`config.mk`:
```
export PLATFORM = sky130hd
export DESIGN_NAME = optimal_filtration_cascade
export DESIGN_NICKNAME = d
export VERILOG_FILES = /design/src/rtl/core/ofc_pkg.sv /design/src/rtl/core/ofc_ctrl.sv /design/src/rtl/core/ofc_dpath.sv /design/src/rtl/core/optimal_filtration_cascade.sv
export SDC_FILE = /design/constraint.sdc
export NUM_CORES = 2
export LEC_CHECK = 0
export BUFFER_PORTS_ARGS = -buffer_cell sky130_fd_sc_hd__buf_4
export CAP_MARGIN = 10
export CORE_AREA = 4 4 523 525
export CTS_BUF_LIST = sky130_fd_sc_hd__clkbuf_4 sky130_fd_sc_hd__clkbuf_8 sky130_fd_sc_hd__clkbuf_16
export CTS_CLUSTER_SIZE = 8
export DETAILED_ROUTE_END_ITERATION = 10
export DIE_AREA = 0 0 527 529
export PLACE_DENSITY = 0.5
export SETUP_SLACK_MARGIN = 0.1
export SLEW_MARGIN = 20
export SYNTH_ARGS = -nofsm -noshare
export SYNTH_HDL_FRONTEND = slang
export SYNTH_SLANG_ARGS = --single-unit
```
`constraint.sdc`:
```
create_clock -name i_clk -period 22.8 [get_ports i_clk]
set_input_delay 3.42 -clock i_clk [delete_from_list [all_inputs] [get_ports i_clk]]
set_output_delay 3.42 -clock i_clk [all_outputs]
set_load 0.005 [all_outputs]
```
`src/rtl/core/ofc_pkg.sv`:
```
`timescale 1ns / 1ps
// shared constants, controller states and command/status types of the filtration cascade
package ofc_pkg;

    localparam int SMP_W     = 16;
    localparam int STG_W     = 24;
    localparam int FRAC_W    = 8;
    localparam int CNT_W     = 32;
    localparam int LVL_W     = 5;
    localparam int IG_W      = 17;
    localparam int F_W       = IG_W + CNT_W;
    localparam int DEN_W     = 50;
    localparam int NUMLO_W   = 33;
    localparam int G_W       = 33;
    localparam int DIFF_W    = STG_W + 1;
    localparam int PROD_W    = DIFF_W + G_W + 1;
    localparam int DIV_STEPS = 33;
    localparam int DIV_CNT_W = 6;
    localparam int CFG_IDX_W = 1;
    localparam int CFG_DAT_W = IG_W;

    localparam logic [CFG_IDX_W-1:0] REG_LEVELS   = 1'b0;
    localparam logic [CFG_IDX_W-1:0] REG_INV_GAIN = 1'b1;

    localparam logic [LVL_W-1:0] LEVELS_RESET   = 5'd4;
    localparam logic [IG_W-1:0]  INV_GAIN_RESET = 17'd12400;

    typedef enum logic [2:0] {
        ST_IDLE,
        ST_SETUP,
        ST_SEED,
        ST_DIV,
        ST_ST0,
        ST_MULT,
        ST_UPD,
        ST_DONE
    } t_state;

    typedef struct packed {
        logic load;
        logic seed_wr;
        logic div_init;
        logic div_step;
        logic st0;
        logic mult;
        logic upd;
        logic out_load;
    } t_cmd;

    typedef struct packed {
        logic seed;
        logic last;
    } t_sts;

endpackage

```
`src/rtl/core/ofc_ctrl.sv`:
```
`timescale 1ns / 1ps
// controller state machine sequencing seed, reciprocal divide and per-stage update
module ofc_ctrl #(
    parameter int MAX_LEVELS = 16
) (
    input  logic                                    i_clk,
    input  logic                                    i_rst_n,
    input  logic                                    i_in_valid,
    output logic                                    o_in_ready,
    output logic                                    o_out_valid,
    input  logic                                    i_out_ready,
    input  ofc_pkg::t_sts                           i_sts,
    output ofc_pkg::t_cmd                           o_cmd,
    output logic [$clog2(MAX_LEVELS+1)-1:0]         o_idx
);

    localparam int IW = $clog2(MAX_LEVELS + 1);

    ofc_pkg::t_state                   r_state, n_state;
    logic [IW-1:0]                     r_idx, n_idx;
    logic [ofc_pkg::DIV_CNT_W-1:0]     r_dcnt, n_dcnt;
    logic                              r_ovalid, n_ovalid;

    always_ff @(posedge i_clk) begin
        if (!i_rst_n) begin
            r_state  <= ofc_pkg::ST_IDLE;
            r_idx    <= '0;
            r_dcnt   <= '0;
            r_ovalid <= 1'b0;
        end else begin
            r_state  <= n_state;
            r_idx    <= n_idx;
            r_dcnt   <= n_dcnt;
            r_ovalid <= n_ovalid;
        end
    end

    // next state and counters
    always_comb begin
        n_state  = r_state;
        n_idx    = r_idx;
        n_dcnt   = r_dcnt;
        n_ovalid = r_ovalid && !i_out_ready;
        unique case (r_state)
            ofc_pkg::ST_IDLE: begin
                if (i_in_valid) begin
                    n_state = ofc_pkg::ST_SETUP;
                    n_idx   = '0;
                    n_dcnt  = '0;
                end
            end
            ofc_pkg::ST_SETUP: begin
                n_state = i_sts.seed ? ofc_pkg::ST_SEED : ofc_pkg::ST_DIV;
            end
            ofc_pkg::ST_SEED: begin
                if (i_sts.last) begin
                    n_state = ofc_pkg::ST_DONE;
                end else begin
                    n_idx = r_idx + IW'(1);
                end
            end
            ofc_pkg::ST_DIV: begin
                n_dcnt = r_dcnt + ofc_pkg::DIV_CNT_W'(1);
                if (r_dcnt == ofc_pkg::DIV_CNT_W'(ofc_pkg::DIV_STEPS - 1)) begin
                    n_state = ofc_pkg::ST_ST0;
                end
            end
            ofc_pkg::ST_ST0: begin
                if (i_sts.last) begin
                    n_state = ofc_pkg::ST_DONE;
                end else begin
                    n_idx   = r_idx + IW'(1);
                    n_state = ofc_pkg::ST_MULT;
                end
            end
            ofc_pkg::ST_MULT: begin
                n_state = ofc_pkg::ST_UPD;
            end
            ofc_pkg::ST_UPD: begin
                if (i_sts.last) begin
                    n_state = ofc_pkg::ST_DONE;
                end else begin
                    n_idx   = r_idx + IW'(1);
                    n_state = ofc_pkg::ST_MULT;
                end
            end
            ofc_pkg::ST_DONE: begin
                if (!r_ovalid || i_out_ready) begin
                    n_state  = ofc_pkg::ST_IDLE;
                    n_ovalid = 1'b1;
                end
            end
            default: begin
                n_state = ofc_pkg::ST_IDLE;
            end
        endcase
    end

    // commands to the datapath
    always_comb begin
        o_cmd      = '0;
        o_in_ready = 1'b0;
        unique case (r_state)
            ofc_pkg::ST_IDLE: begin
                o_in_ready = 1'b1;
                o_cmd.load = i_in_valid;
            end
            ofc_pkg::ST_SETUP: o_cmd.div_init = !i_sts.seed;
            ofc_pkg::ST_SEED:  o_cmd.seed_wr  = 1'b1;
            ofc_pkg::ST_DIV:   o_cmd.div_step = 1'b1;
            ofc_pkg::ST_ST0:   o_cmd.st0      = 1'b1;
            ofc_pkg::ST_MULT:  o_cmd.mult     = 1'b1;
            ofc_pkg::ST_UPD:   o_cmd.upd      = 1'b1;
            ofc_pkg::ST_DONE:  o_cmd.out_load = !r_ovalid || i_out_ready;
            default: begin
                o_cmd = '0;
            end
        endcase
    end

    assign o_idx       = r_idx;
    assign o_out_valid = r_ovalid;

endmodule

```
`src/rtl/core/ofc_dpath.sv`:
```
`timescale 1ns / 1ps
// datapath: config registers, sample count, serial reciprocal divider, stage memory, mixer
module ofc_dpath #(
    parameter int MAX_LEVELS = 16
) (
    input  logic                                    i_clk,
    input  logic                                    i_rst_n,
    input  ofc_pkg::t_cmd                           i_cmd,
    input  logic [$clog2(MAX_LEVELS+1)-1:0]         i_idx,
    output ofc_pkg::t_sts                           o_sts,
    input  logic [ofc_pkg::SMP_W-1:0]               i_sample,
    input  logic                                    i_restart,
    input  logic                                    i_cfg_valid,
    input  logic [ofc_pkg::CFG_IDX_W-1:0]           i_cfg_index,
    input  logic [ofc_pkg::CFG_DAT_W-1:0]           i_cfg_data,
    output logic [ofc_pkg::SMP_W-1:0]               o_filtered
);

    localparam int IW    = $clog2(MAX_LEVELS + 1);
    localparam int DEPTH = MAX_LEVELS + 1;

    logic [ofc_pkg::LVL_W-1:0]     r_levels;
    logic [ofc_pkg::IG_W-1:0]      r_inv_gain;
    logic [ofc_pkg::CNT_W-1:0]     r_count;
    logic                          r_seed;
    logic [ofc_pkg::SMP_W-1:0]     r_smp;
    logic [ofc_pkg::DEN_W-1:0]     r_den;
    logic [ofc_pkg::DEN_W-1:0]     r_rem;
    logic [ofc_pkg::NUMLO_W-1:0]   r_numlo;
    logic [ofc_pkg::G_W-1:0]       r_quo;
    logic [ofc_pkg::STG_W-1:0]     r_prev;
    logic [ofc_pkg::STG_W-1:0]     r_cur;
    logic signed [ofc_pkg::PROD_W-1:0] r_prod;
    logic [ofc_pkg::STG_W-1:0]     r_mem [DEPTH];
    logic [DEPTH-1:0]              r_valid;
    logic [ofc_pkg::STG_W-1:0]     r_rd_data;
    logic                          r_rd_valid;
    logic [ofc_pkg::SMP_W-1:0]     r_filtered;

    logic [IW-1:0]                 w_n;
    logic [ofc_pkg::CNT_W-1:0]     w_eff;
    logic [ofc_pkg::F_W-1:0]       w_f;
    logic [ofc_pkg::DEN_W-1:0]     w_num;
    logic [ofc_pkg::DEN_W:0]       w_rem_sh;
    logic                          w_ge;
    logic [ofc_pkg::STG_W-1:0]     w_seed_val;
    logic [ofc_pkg::STG_W-1:0]     w_cur;
    logic [ofc_pkg::DIFF_W-1:0]    w_diff;
    logic [ofc_pkg::PROD_W-1:0]    w_rnd;
    logic [ofc_pkg::STG_W-1:0]     w_new;
    logic                          w_we;
    logic [ofc_pkg::STG_W-1:0]     w_wdata;
    logic                          w_re;
    logic [IW-1:0]                 w_rd_addr;
    logic [ofc_pkg::DIFF_W-1:0]    w_rq;
    logic [ofc_pkg::SMP_W:0]       w_q;

    // levels above the cascade depth behave as the full depth
    always_comb begin
        if (32'(r_levels) > MAX_LEVELS) begin
            w_n = IW'(MAX_LEVELS);
        end else begin
            w_n = IW'(r_levels);
        end
    end

    assign o_sts.seed = r_seed;
    assign o_sts.last = (i_idx == w_n);

    assign w_eff = i_restart ? '0 : r_count;
    assign w_f   = ofc_pkg::F_W'(r_inv_gain) * ofc_pkg::F_W'(w_eff);

    // numerator 2^48 + d/2 for a rounded reciprocal
    assign w_num    = (ofc_pkg::DEN_W'(1) << 48) + (r_den >> 1);
    assign w_rem_sh = {r_rem, r_numlo[ofc_pkg::NUMLO_W-1]};
    assign w_ge     = (w_rem_sh >= {1'b0, r_den});

    assign w_seed_val = {r_smp, {ofc_pkg::FRAC_W{1'b0}}};
    assign w_cur      = r_rd_valid ? r_rd_data : '0;
    assign w_diff     = {r_prev[ofc_pkg::STG_W-1], r_prev} - {w_cur[ofc_pkg::STG_W-1], w_cur};
    assign w_rnd      = r_prod + ofc_pkg::PROD_W'(64'h8000_0000);
    assign w_new      = r_cur + w_rnd[32 +: ofc_pkg::STG_W];

    assign w_we      = i_cmd.seed_wr || i_cmd.st0 || i_cmd.upd;
    assign w_wdata   = i_cmd.upd ? w_new : w_seed_val;
    assign w_re      = i_cmd.st0 || i_cmd.upd;
    assign w_rd_addr = o_sts.last ? i_idx : i_idx + IW'(1);

    assign w_rq = {r_prev[ofc_pkg::STG_W-1], r_prev} + ofc_pkg::DIFF_W'(128);
    assign w_q  = w_rq[ofc_pkg::DIFF_W-1:ofc_pkg::FRAC_W];

    always_ff @(posedge i_clk) begin
        if (!i_rst_n) begin
            r_levels   <= ofc_pkg::LEVELS_RESET;
            r_inv_gain <= ofc_pkg::INV_GAIN_RESET;
            r_count    <= '0;
            r_seed     <= 1'b0;
            r_valid    <= '0;
        end else begin
            if (i_cfg_valid) begin
                unique case (i_cfg_index)
                    ofc_pkg::REG_LEVELS:   r_levels   <= i_cfg_data[ofc_pkg::LVL_W-1:0];
                    ofc_pkg::REG_INV_GAIN: r_inv_gain <= i_cfg_data;
                    default: begin
                        r_levels <= r_levels;
                    end
                endcase
            end
            if (i_cmd.load) begin
                r_seed  <= (w_eff == '0);
                r_count <= (w_eff == '1) ? w_eff : w_eff + ofc_pkg::CNT_W'(1);
            end
            if (w_we) begin
                r_valid[i_idx] <= 1'b1;
            end
        end
    end

    always_ff @(posedge i_clk) begin
        if (i_cmd.load) begin
            r_smp <= i_sample;
            r_den <= ofc_pkg::DEN_W'(65536) + ofc_pkg::DEN_W'(w_f);
        end
        if (i_cmd.div_init) begin
            r_rem   <= ofc_pkg::DEN_W'(w_num[ofc_pkg::DEN_W-1:ofc_pkg::NUMLO_W]);
            r_numlo <= w_num[ofc_pkg::NUMLO_W-1:0];
            r_quo   <= '0;
        end else if (i_cmd.div_step) begin
            r_rem   <= w_ge ? ofc_pkg::DEN_W'(w_rem_sh - {1'b0, r_den})
                            : w_rem_sh[ofc_pkg::DEN_W-1:0];
            r_numlo <= {r_numlo[ofc_pkg::NUMLO_W-2:0], 1'b0};
            r_quo   <= {r_quo[ofc_pkg::G_W-2:0], w_ge};
        end
        if (i_cmd.seed_wr || i_cmd.st0) begin
            r_prev <= w_seed_val;
        end else if (i_cmd.upd) begin
            r_prev <= w_new;
        end
        if (i_cmd.mult) begin
            r_prod <= $signed(w_diff) * $signed({1'b0, r_quo});
            r_cur  <= w_cur;
        end
        if (i_cmd.out_load) begin
            // a stage just under the top would round one past the largest code
            r_filtered <= (w_q[ofc_pkg::SMP_W:ofc_pkg::SMP_W-1] == 2'b01)
                          ? 16'h7FFF : w_q[ofc_pkg::SMP_W-1:0];
        end
    end

    // stage memory: one write and one registered read per cycle
    always_ff @(posedge i_clk) begin
        if (w_we) begin
            r_mem[i_idx] <= w_wdata;
        end
        if (w_re) begin
            r_rd_data  <= r_mem[w_rd_addr];
            r_rd_valid <= r_valid[w_rd_addr];
        end
    end

    assign o_filtered = r_filtered;

endmodule

```
`src/rtl/core/optimal_filtration_cascade.sv`:
```
`timescale 1ns / 1ps
// top level of the cascaded optimal-filtration smoother
// One item at a time. The first sample after reset or restart seeds stages 0..n: after the
// setup state come n+1 seed writes and the load of the output register. Any later sample
// passes the setup state, the bit-serial divider that forms the rounded reciprocal gain,
// the stage 0 write, then a multiply and a round and write-back per stage through the
// single read and write port of the stage memory, and the load of the output register.
// n is levels, capped at MAX_LEVELS. The next sample can be taken from the cycle after the
// result is placed in the output register, even if that result is still waiting to be
// taken.
// Stage reset values come from per-entry valid bits, so no clearing pass runs after reset.
// The configuration port is always ready.
module optimal_filtration_cascade #(
    parameter int MAX_LEVELS = 16
) (
    input  logic                              i_clk,
    input  logic                              i_rst_n,
    input  logic                              i_s_axis_tvalid,
    output logic                              o_s_axis_tready,
    input  logic [15:0]                       i_s_axis_tdata,   // [15:0] sample
    input  logic                              i_s_axis_tuser,   // [0] restart
    output logic                              o_m_axis_tvalid,
    input  logic                              i_m_axis_tready,
    output logic [15:0]                       o_m_axis_tdata,   // [15:0] filtered
    input  logic                              i_cfg_valid,
    output logic                              o_cfg_ready,
    input  logic [ofc_pkg::CFG_IDX_W-1:0]     i_cfg_index,
    input  logic [ofc_pkg::CFG_DAT_W-1:0]     i_cfg_data
);

    localparam int IW = $clog2(MAX_LEVELS + 1);

    ofc_pkg::t_cmd  w_cmd;
    ofc_pkg::t_sts  w_sts;
    logic [IW-1:0]  w_idx;

    assign o_cfg_ready = 1'b1;

    ofc_ctrl #(
        .MAX_LEVELS (MAX_LEVELS)
    ) u_ctrl (
        .i_clk       (i_clk),
        .i_rst_n     (i_rst_n),
        .i_in_valid  (i_s_axis_tvalid),
        .o_in_ready  (o_s_axis_tready),
        .o_out_valid (o_m_axis_tvalid),
        .i_out_ready (i_m_axis_tready),
        .i_sts       (w_sts),
        .o_cmd       (w_cmd),
        .o_idx       (w_idx)
    );

    ofc_dpath #(
        .MAX_LEVELS (MAX_LEVELS)
    ) u_dpath (
        .i_clk       (i_clk),
        .i_rst_n     (i_rst_n),
        .i_cmd       (w_cmd),
        .i_idx       (w_idx),
        .o_sts       (w_sts),
        .i_sample    (i_s_axis_tdata),
        .i_restart   (i_s_axis_tuser),
        .i_cfg_valid (i_cfg_valid),
        .i_cfg_index (i_cfg_index),
        .i_cfg_data  (i_cfg_data),
        .o_filtered  (o_m_axis_tdata)
    );

    // a pending result is never overwritten
    a_no_overwrite : assert property (@(posedge i_clk) disable iff (!i_rst_n)
        w_cmd.out_load |-> (!o_m_axis_tvalid || i_m_axis_tready))
        else $error("result register loaded while a result is pending");

    // no new request while an item is in the datapath
    a_busy_not_ready : assert property (@(posedge i_clk) disable iff (!i_rst_n)
        w_cmd.load |=> !o_s_axis_tready)
        else $error("input ready right after a request was taken");

    // at most one datapath command per cycle
    a_one_cmd : assert property (@(posedge i_clk) disable iff (!i_rst_n)
        $onehot0(w_cmd))
        else $error("more than one datapath command in a cycle");

    // stage updates only follow a multiply in the previous cycle
    a_upd_after_mult : assert property (@(posedge i_clk) disable iff (!i_rst_n)
        w_cmd.upd |-> $past(w_cmd.mult))
        else $error("stage update without a preceding multiply");

endmodule

```
* Word-level counts from Yosys, hierarchy flattened
Memory sizes are Yosys's and may differ from the RTL's. A register that Yosys moved wholly into a read port is not among the register bits.
Index checks and enable logic that the tools add are counted.
** Storage, ports and cells
- Flip-flop bits (word level) :: 390
- Latch bits :: 0
- RAM bits :: 408
- Memory bits (read-only) :: 0
- Input bits :: 40
- Word-level logic and storage cells :: 119
- Memories kept :: 1
** Memory list
- u_dpath.r_mem :: depth 17, bits a word 24, rd ports 1, clocked after Yosys merged registers in 1, wr ports 1, line ofc_dpath.sv:34 : logic [ofc_pkg::STG_W-1:0] r_mem [DEPTH];
** Cells by class
- Add/sub/neg operators :: 10
- Multiply operators :: 2
- Divide/modulo/power cells :: 0
- $lt $le $gt $ge :: 5
- Eq/ne operators :: 15
- Shift operators :: 0
- Multiplexer cells :: 41
- Bitwise operators :: 2
- Reduce and logical (&&, ||, !) cells :: 22
** Operators by type and width (number)
- $mux 24 :: 4
- $mux 33 :: 2
- $mux 32 :: 2
- $add 56x32->56 const B :: 1
- $mul 25x34->56 :: 1
- $ge 51x50->1 :: 1
- $add 17x49->50 const A :: 1
- $add 49x49->50 const A :: 1
- $mux 50 :: 1
- $sub 50x50->50 :: 1
- $mul 17x32->49 :: 1
- $mux 17 :: 2
- $add 32x1->32 const B :: 1
- $eq 32x32->1 const B :: 1
- $logic_not 32->1 :: 1
- $add 24x9->25 const B :: 1
- $sub 24x24->25 :: 1
- $add 24x24->24 :: 1
- $pmux 3 s7 :: 1
- $or 17x17->17 :: 1
- $mux 1 :: 16
- $mux 5 :: 3
- $eq 3x3->1 const B :: 4
- $lt 5x6->1 const B :: 2
- other kinds (28) :: 46

* Depth between registers and ports, before layout
- Word-level depth :: 6
- Depth in mapped cells :: 39

* By module
From an unflattened synthesis, not the netlist that was laid out.
** Unflattened totals
- Cell total of the unflattened synthesis :: 7629
- Area, all modules :: 79426.2 um2
** Modules (own cells, without submodules)
- ofc_dpath :: instances 1, cells an instance 7514, area each 78464.0 um2, seq. area each 21840.9 um2
- ofc_ctrl :: instances 1, cells an instance 113, area each 950.9 um2, seq. area each 300.3 um2
- optimal_filtration_cascade :: instances 1, cells an instance 2, area each 11.3 um2, seq. area each 0.0 um2

* Least setup slack after synthesis
No wires, ideal clock.
- Path type :: input-to-reg
- Start :: input port i_s_axis_tuser
- End :: register u_dpath.r_den[49] (netlist name), data pin
- Library setup time :: 260 ps
- Arrival :: 10017 ps
- Data required time :: 22540 ps
- Slack :: 12524 ps
- Stages :: 28
- Path buffers :: 5
- Path through :: buf_2 -> clkbuf_1 -> clkbuf_1 -> nor2b_1 -> clkbuf_1 -> clkbuf_1 -> nand2_1 -> fa_1 -> inv_1 -> fa_1 -> inv_1 -> fa_1 -> inv_1 -> fa_1 -> inv_1 -> fa_1 -> inv_1 -> fa_1 -> ha_1 -> nand2_1 -> o311a_1 -> a2bb2oi_1 -> o211ai_1 -> or3b_1 -> a21boi_2 -> a31oi_1 -> o21ai_1 -> xnor2_1
** Between the ends
- Word-level cells in the longest chain between the ends :: 3
** Ends and longest elaborated chain
- start, declared :: line optimal_filtration_cascade.sv:21 : input logic i_s_axis_tuser,
- $mux 32 :: line ofc_dpath.sv:70 : assign w_eff = i_restart ? '0 : r_count;
- $mul 17x32->49 :: line ofc_dpath.sv:71 : assign w_f = ofc_pkg::F_W'(r_inv_gain) * ofc_pkg::F_W'(w_eff);
- $add 17x49->50 :: line ofc_dpath.sv:122 : r_den <= ofc_pkg::DEN_W'(65536) + ofc_pkg::DEN_W'(w_f);
- end signal, assigned :: line ofc_dpath.sv:122
- end, declared :: line ofc_dpath.sv:27 : logic [ofc_pkg::DEN_W-1:0] r_den;
No other way between the ends.
A chain may end at the register's enable or synchronous reset.

* Worst setup path in the final report
- Start :: register u_dpath.r_rd_valid
- End :: register u_dpath.r_prod[52] (netlist name), data pin
** Between the ends
- Word-level cells in the longest chain between the ends :: 3
** Ends and longest elaborated chain
- start, declared :: line ofc_dpath.sv:37 : logic r_rd_valid;
- start signal, assigned :: line ofc_dpath.sv:157 : r_rd_valid <= r_valid[w_rd_addr];
- $mux 24 :: line ofc_dpath.sv:79 : assign w_cur = r_rd_valid ? r_rd_data : '0;
- named net u_dpath.w_cur, one bit :: line ofc_dpath.sv:47 : logic [ofc_pkg::STG_W-1:0] w_cur;
- $sub 24x24->25 :: line ofc_dpath.sv:80 : assign w_diff = {r_prev[ofc_pkg::STG_W-1], r_prev} - {w_cur[ofc_pkg::STG_W-1], w_cur};
- $mul 25x34->56 :: line ofc_dpath.sv:140 : r_prod <= $signed(w_diff) * $signed({1'b0, r_quo});
- end signal, assigned :: line ofc_dpath.sv:140
- end, declared :: line ofc_dpath.sv:33 : logic signed [ofc_pkg::PROD_W-1:0] r_prod;
The timed path passes the listed nets, and every way through them passes these cells.

==> results.sh <==
export IMPL_slowest_delay_ns=0.82
export IMPL_postRouteAntennaNets=0
export IMPL_whs_path_depth=1
export IMPL_internal_power_mw=4.17
export IMPL_num_vias=57800
export IMPL_ys_flop_type="edfxtp_1"
export IMPL_routed_wl_mm=231
export IMPL_multi_input_area_mm2=0.0517
export IMPL_numClockSinks=791
export IMPL_switchingPower_mw=4.02
export IMPL_path_clk_slew_ns=0.05
export IMPL_post_place_ws_ns=10.59
export IMPL_place_congestion=0.841
export IMPL_finalInstanceArea_mm2=0.0883
export IMPL_p_per_area_mw_per_mm2=92.8
export IMPL_tritoncts="yes"
export IMPL_crit_path_frequent_cell="fa_1"
export IMPL_start_util=0.298
export IMPL_setup_viol=0
export IMPL_status="completed"
export IMPL_fp_dieH_um=529
export IMPL_min_path_type="flip-flop to flip-flop"
export IMPL_rr_worst_depth=39
export IMPL_synth_cell_type_count=90
export IMPL_finalCritPeriodShare=0.538
export IMPL_regArea_mm2=0.0222
export IMPL_synth_area_leaders="fa_1, edfxtp_1, nand2_1"
export IMPL_synthArstFlopShare=0
export IMPL_fin_ws_ns=10.54
export IMPL_grt_pass1_vias=61600
export IMPL_netlist_area_mm2=0.0804
export IMPL_syn_instance_count=8363
export IMPL_post_synth_top_area_cell="fa_1"
export IMPL_power_mw=8.19
export IMPL_fin_crit_ns=12.26
export IMPL_yosys_warnings=0
export IMPL_synth_top_area_frac=0.289
export IMPL_die_w_um=527
export IMPL_hold_viol_final=0
export IMPL_layoutNonFillerInstCount=11800
export IMPL_die_area_mm2=0.279
export IMPL_relSlewSlack=0.299
export IMPL_nets=9849
export IMPL_worst_pin_slew_ns=1.05
export IMPL_place_inst=11600
export IMPL_cts_setup_buffers=0
export IMPL_ir_drop_uv=211
export IMPL_synth_most_common_cell="nand2_1"
export IMPL_cts_resized=0
export IMPL_synth_edff_count=630
export IMPL_required_ns=23.28
export IMPL_row_count=191
export IMPL_firstDrtPassIters=5
export IMPL_wl_per_cell_um=19.5
export IMPL_max_freq_mhz=81.5
export IMPL_h_tree_depth=3
export IMPL_swShare=0.491
export IMPL_fill_cells=27600
export IMPL_cts_root_buffer="clkbuf_16"
export IMPL_drive_above_1_share=0.0614
export IMPL_synthesis_area_per_instance_um2=9.61
export IMPL_p_seq_frac=0.249
export IMPL_comb_power_share=0.554
export IMPL_dp_hpwl_mm=156
export IMPL_yosysSeqAreaShare=0.276
export IMPL_cap_viol_max_count=0
export IMPL_grt_max_degree=198
export IMPL_ys_seq_elements=791
export IMPL_viasPerCell=4.89
export IMPL_slowest_stage="a2111oi_0"
export IMPL_io_buffers=57
export IMPL_synth_common_cells="nand2_1, inv_1, fa_1"
export IMPL_path_max_fanout=67
export IMPL_drc=0
export IMPL_worstSetupPathType="flip-flop to flip-flop"
export IMPL_grt_pass1_wl_mm=364
export IMPL_cp_start_kind="flip-flop"
export IMPL_setup_tns_ns=0
export IMPL_drt_iter0_drc=3743
export IMPL_p_leak_nw=38.1
export IMPL_overflow=0
export IMPL_p_clk_frac=0.198
export IMPL_cts_hold_buf=0
export IMPL_syn_nets=10000
export IMPL_grt_total_usage=0.166
export IMPL_clock_skew_final_ns=0.0787
export IMPL_cts_buffers=111
export IMPL_clk_latency_ns=0.77
export IMPL_antenna_found_initial=4
export IMPL_slew_viol_final=0
export IMPL_critPathCaptureType="flip-flop"
export IMPL_critPathArrivalTime_ns=12.75
export IMPL_coreArea_mm2=0.269
export IMPL_placed_cell_area_mm2=0.0849
export IMPL_area_growth_pct=9.87
export IMPL_clock_path_buffers=3
export IMPL_rsz0062_at_grt="no"
export IMPL_io_pins=59
## routing by layer
metal | part of all wire | vias to the layer above | GRT usage | wire length (µm)
met5 | 0.000056 | - | 0 | 13
met1 | 0.45 | 29800 | 0.228 | 104000
met2 | 0.48 | 1428 | 0.279 | 110000
met3 | 0.052 | 279 | 0.0203 | 12000
met4 | 0.021 | 2 | 0.0408 | 4790
li1 | - | 26300 | - | -
## stage by stage
| step | utilization | hold WS, ns |
|---|---|---|
| 6_report | 0.328 | 0.463 |
| 5_1_grt | 0.328 | 0.466 |
| 4_1_cts | 0.328 | 0.463 |
| 3_5_place_dp | 0.315 | 0.446 |
| 3_3_place_gp | 0.315 | 0.441 |
| 2_1_floorplan | - | 0.427 |
## final cells by class
class / instances / area share
antenna: 5 / 0.000142
clock buffer: 162 / 0.0359
clock inverter: 12 / 0.00293
inverter: 1321 / 0.0562
multi-input combinational: 5752 / 0.586
sequential: 791 / 0.251
tap: 3570 / 0.0506
timing repair buffer: 202 / 0.0175
## cell families after synthesis
group	count (synthesis)	synth area share
simple gates	2911	0.169
buf+inv	1820	0.0864
fa+ha+maj	1630	0.362
compound gates	984	0.0815
flops	791	0.276
xor+xnor	214	0.0234
mux	12	0.00153
other cells	1	0.0000467
## state kept, by name, indices dropped and copies added (netlist names)
| signal | flops |
|---|---|
| u_dpath.r_rem | 50 |
| u_dpath.r_prod | 25 |
| u_dpath.r_count | 32 |
| u_dpath.o_filtered | 16 |
| u_dpath.r_seed | 1 |
| u_dpath.r_rd_data | 24 |
| u_ctrl.o_out_valid | 1 |
| u_ctrl.r_state | 3 |
| u_dpath.r_rd_valid | 1 |
| u_dpath.r_mem | 408 |
| u_dpath.r_den | 50 |
| u_ctrl.o_idx | 5 |
| u_dpath.r_prev | 24 |
| u_dpath.r_smp | 16 |
| u_dpath.r_levels | 5 |
| u_dpath.r_inv_gain | 17 |
| u_ctrl.r_dcnt | 6 |
| u_dpath.r_quo | 33 |
| u_dpath.r_cur | 24 |
| u_dpath.r_valid | 17 |
| u_dpath.r_numlo | 33 |
## path summary, 6_finish.rpt
| path | start | endpoint | slack (ns) |
|---|---|---|---|
| min reg2reg | u_dpath.r_valid[4] | u_dpath.r_valid[4] | 0.46 |
| max | u_dpath.r_rd_valid | u_dpath.r_prod[52] | 10.54 |
| min | u_dpath.r_valid[4] | u_dpath.r_valid[4] | 0.46 |
| max reg2reg | u_dpath.r_rd_valid | u_dpath.r_prod[52] | 10.54 |
## power by group through the flow
stage                     Combinational (mW)  Sequential [mW]  Clock [mW]
after floorplan                         2.87             2.00           0
after global placement                  4.46             2.06           0
after detailed placement                4.50             2.07           0
after CTS                               4.53             2.04        1.67
after global routing                    4.99             2.06        1.73
final                                   4.53             2.04        1.62
## cells in the final DEF, fill, tap and decap left out, drive strengths merged, types with 35 or more instances in the layout
cell    instances
o21a           47
clkbuf        162
nand3         177
a311oi         50
and3           79
ha            468
xnor2         133
a21o           92
dfxtp         161
nor2b         131
a31oi         102
a21oi         198
buf           202
a22o           35
xor2           81
edfxtp        630
nand3b         42
inv          1318
nor3           36
nand4          78
o21ai         232
nand2        1606
and2          471
fa           1162
nor2          186
## worst max-delay path, delay by kind of cell (launching register included)
family                     cells  cell delay [ns]
AOI/OAI and AO/OA             18             5.14
xor gates and xnor gates       1             0.16
adders and majority gates     10             4.40
buffers and inverters          6             0.79
DFF                            1             0.71
and+or+nand+nor                4             0.82
No activity file was read; power rests on OpenSTA's default activity.
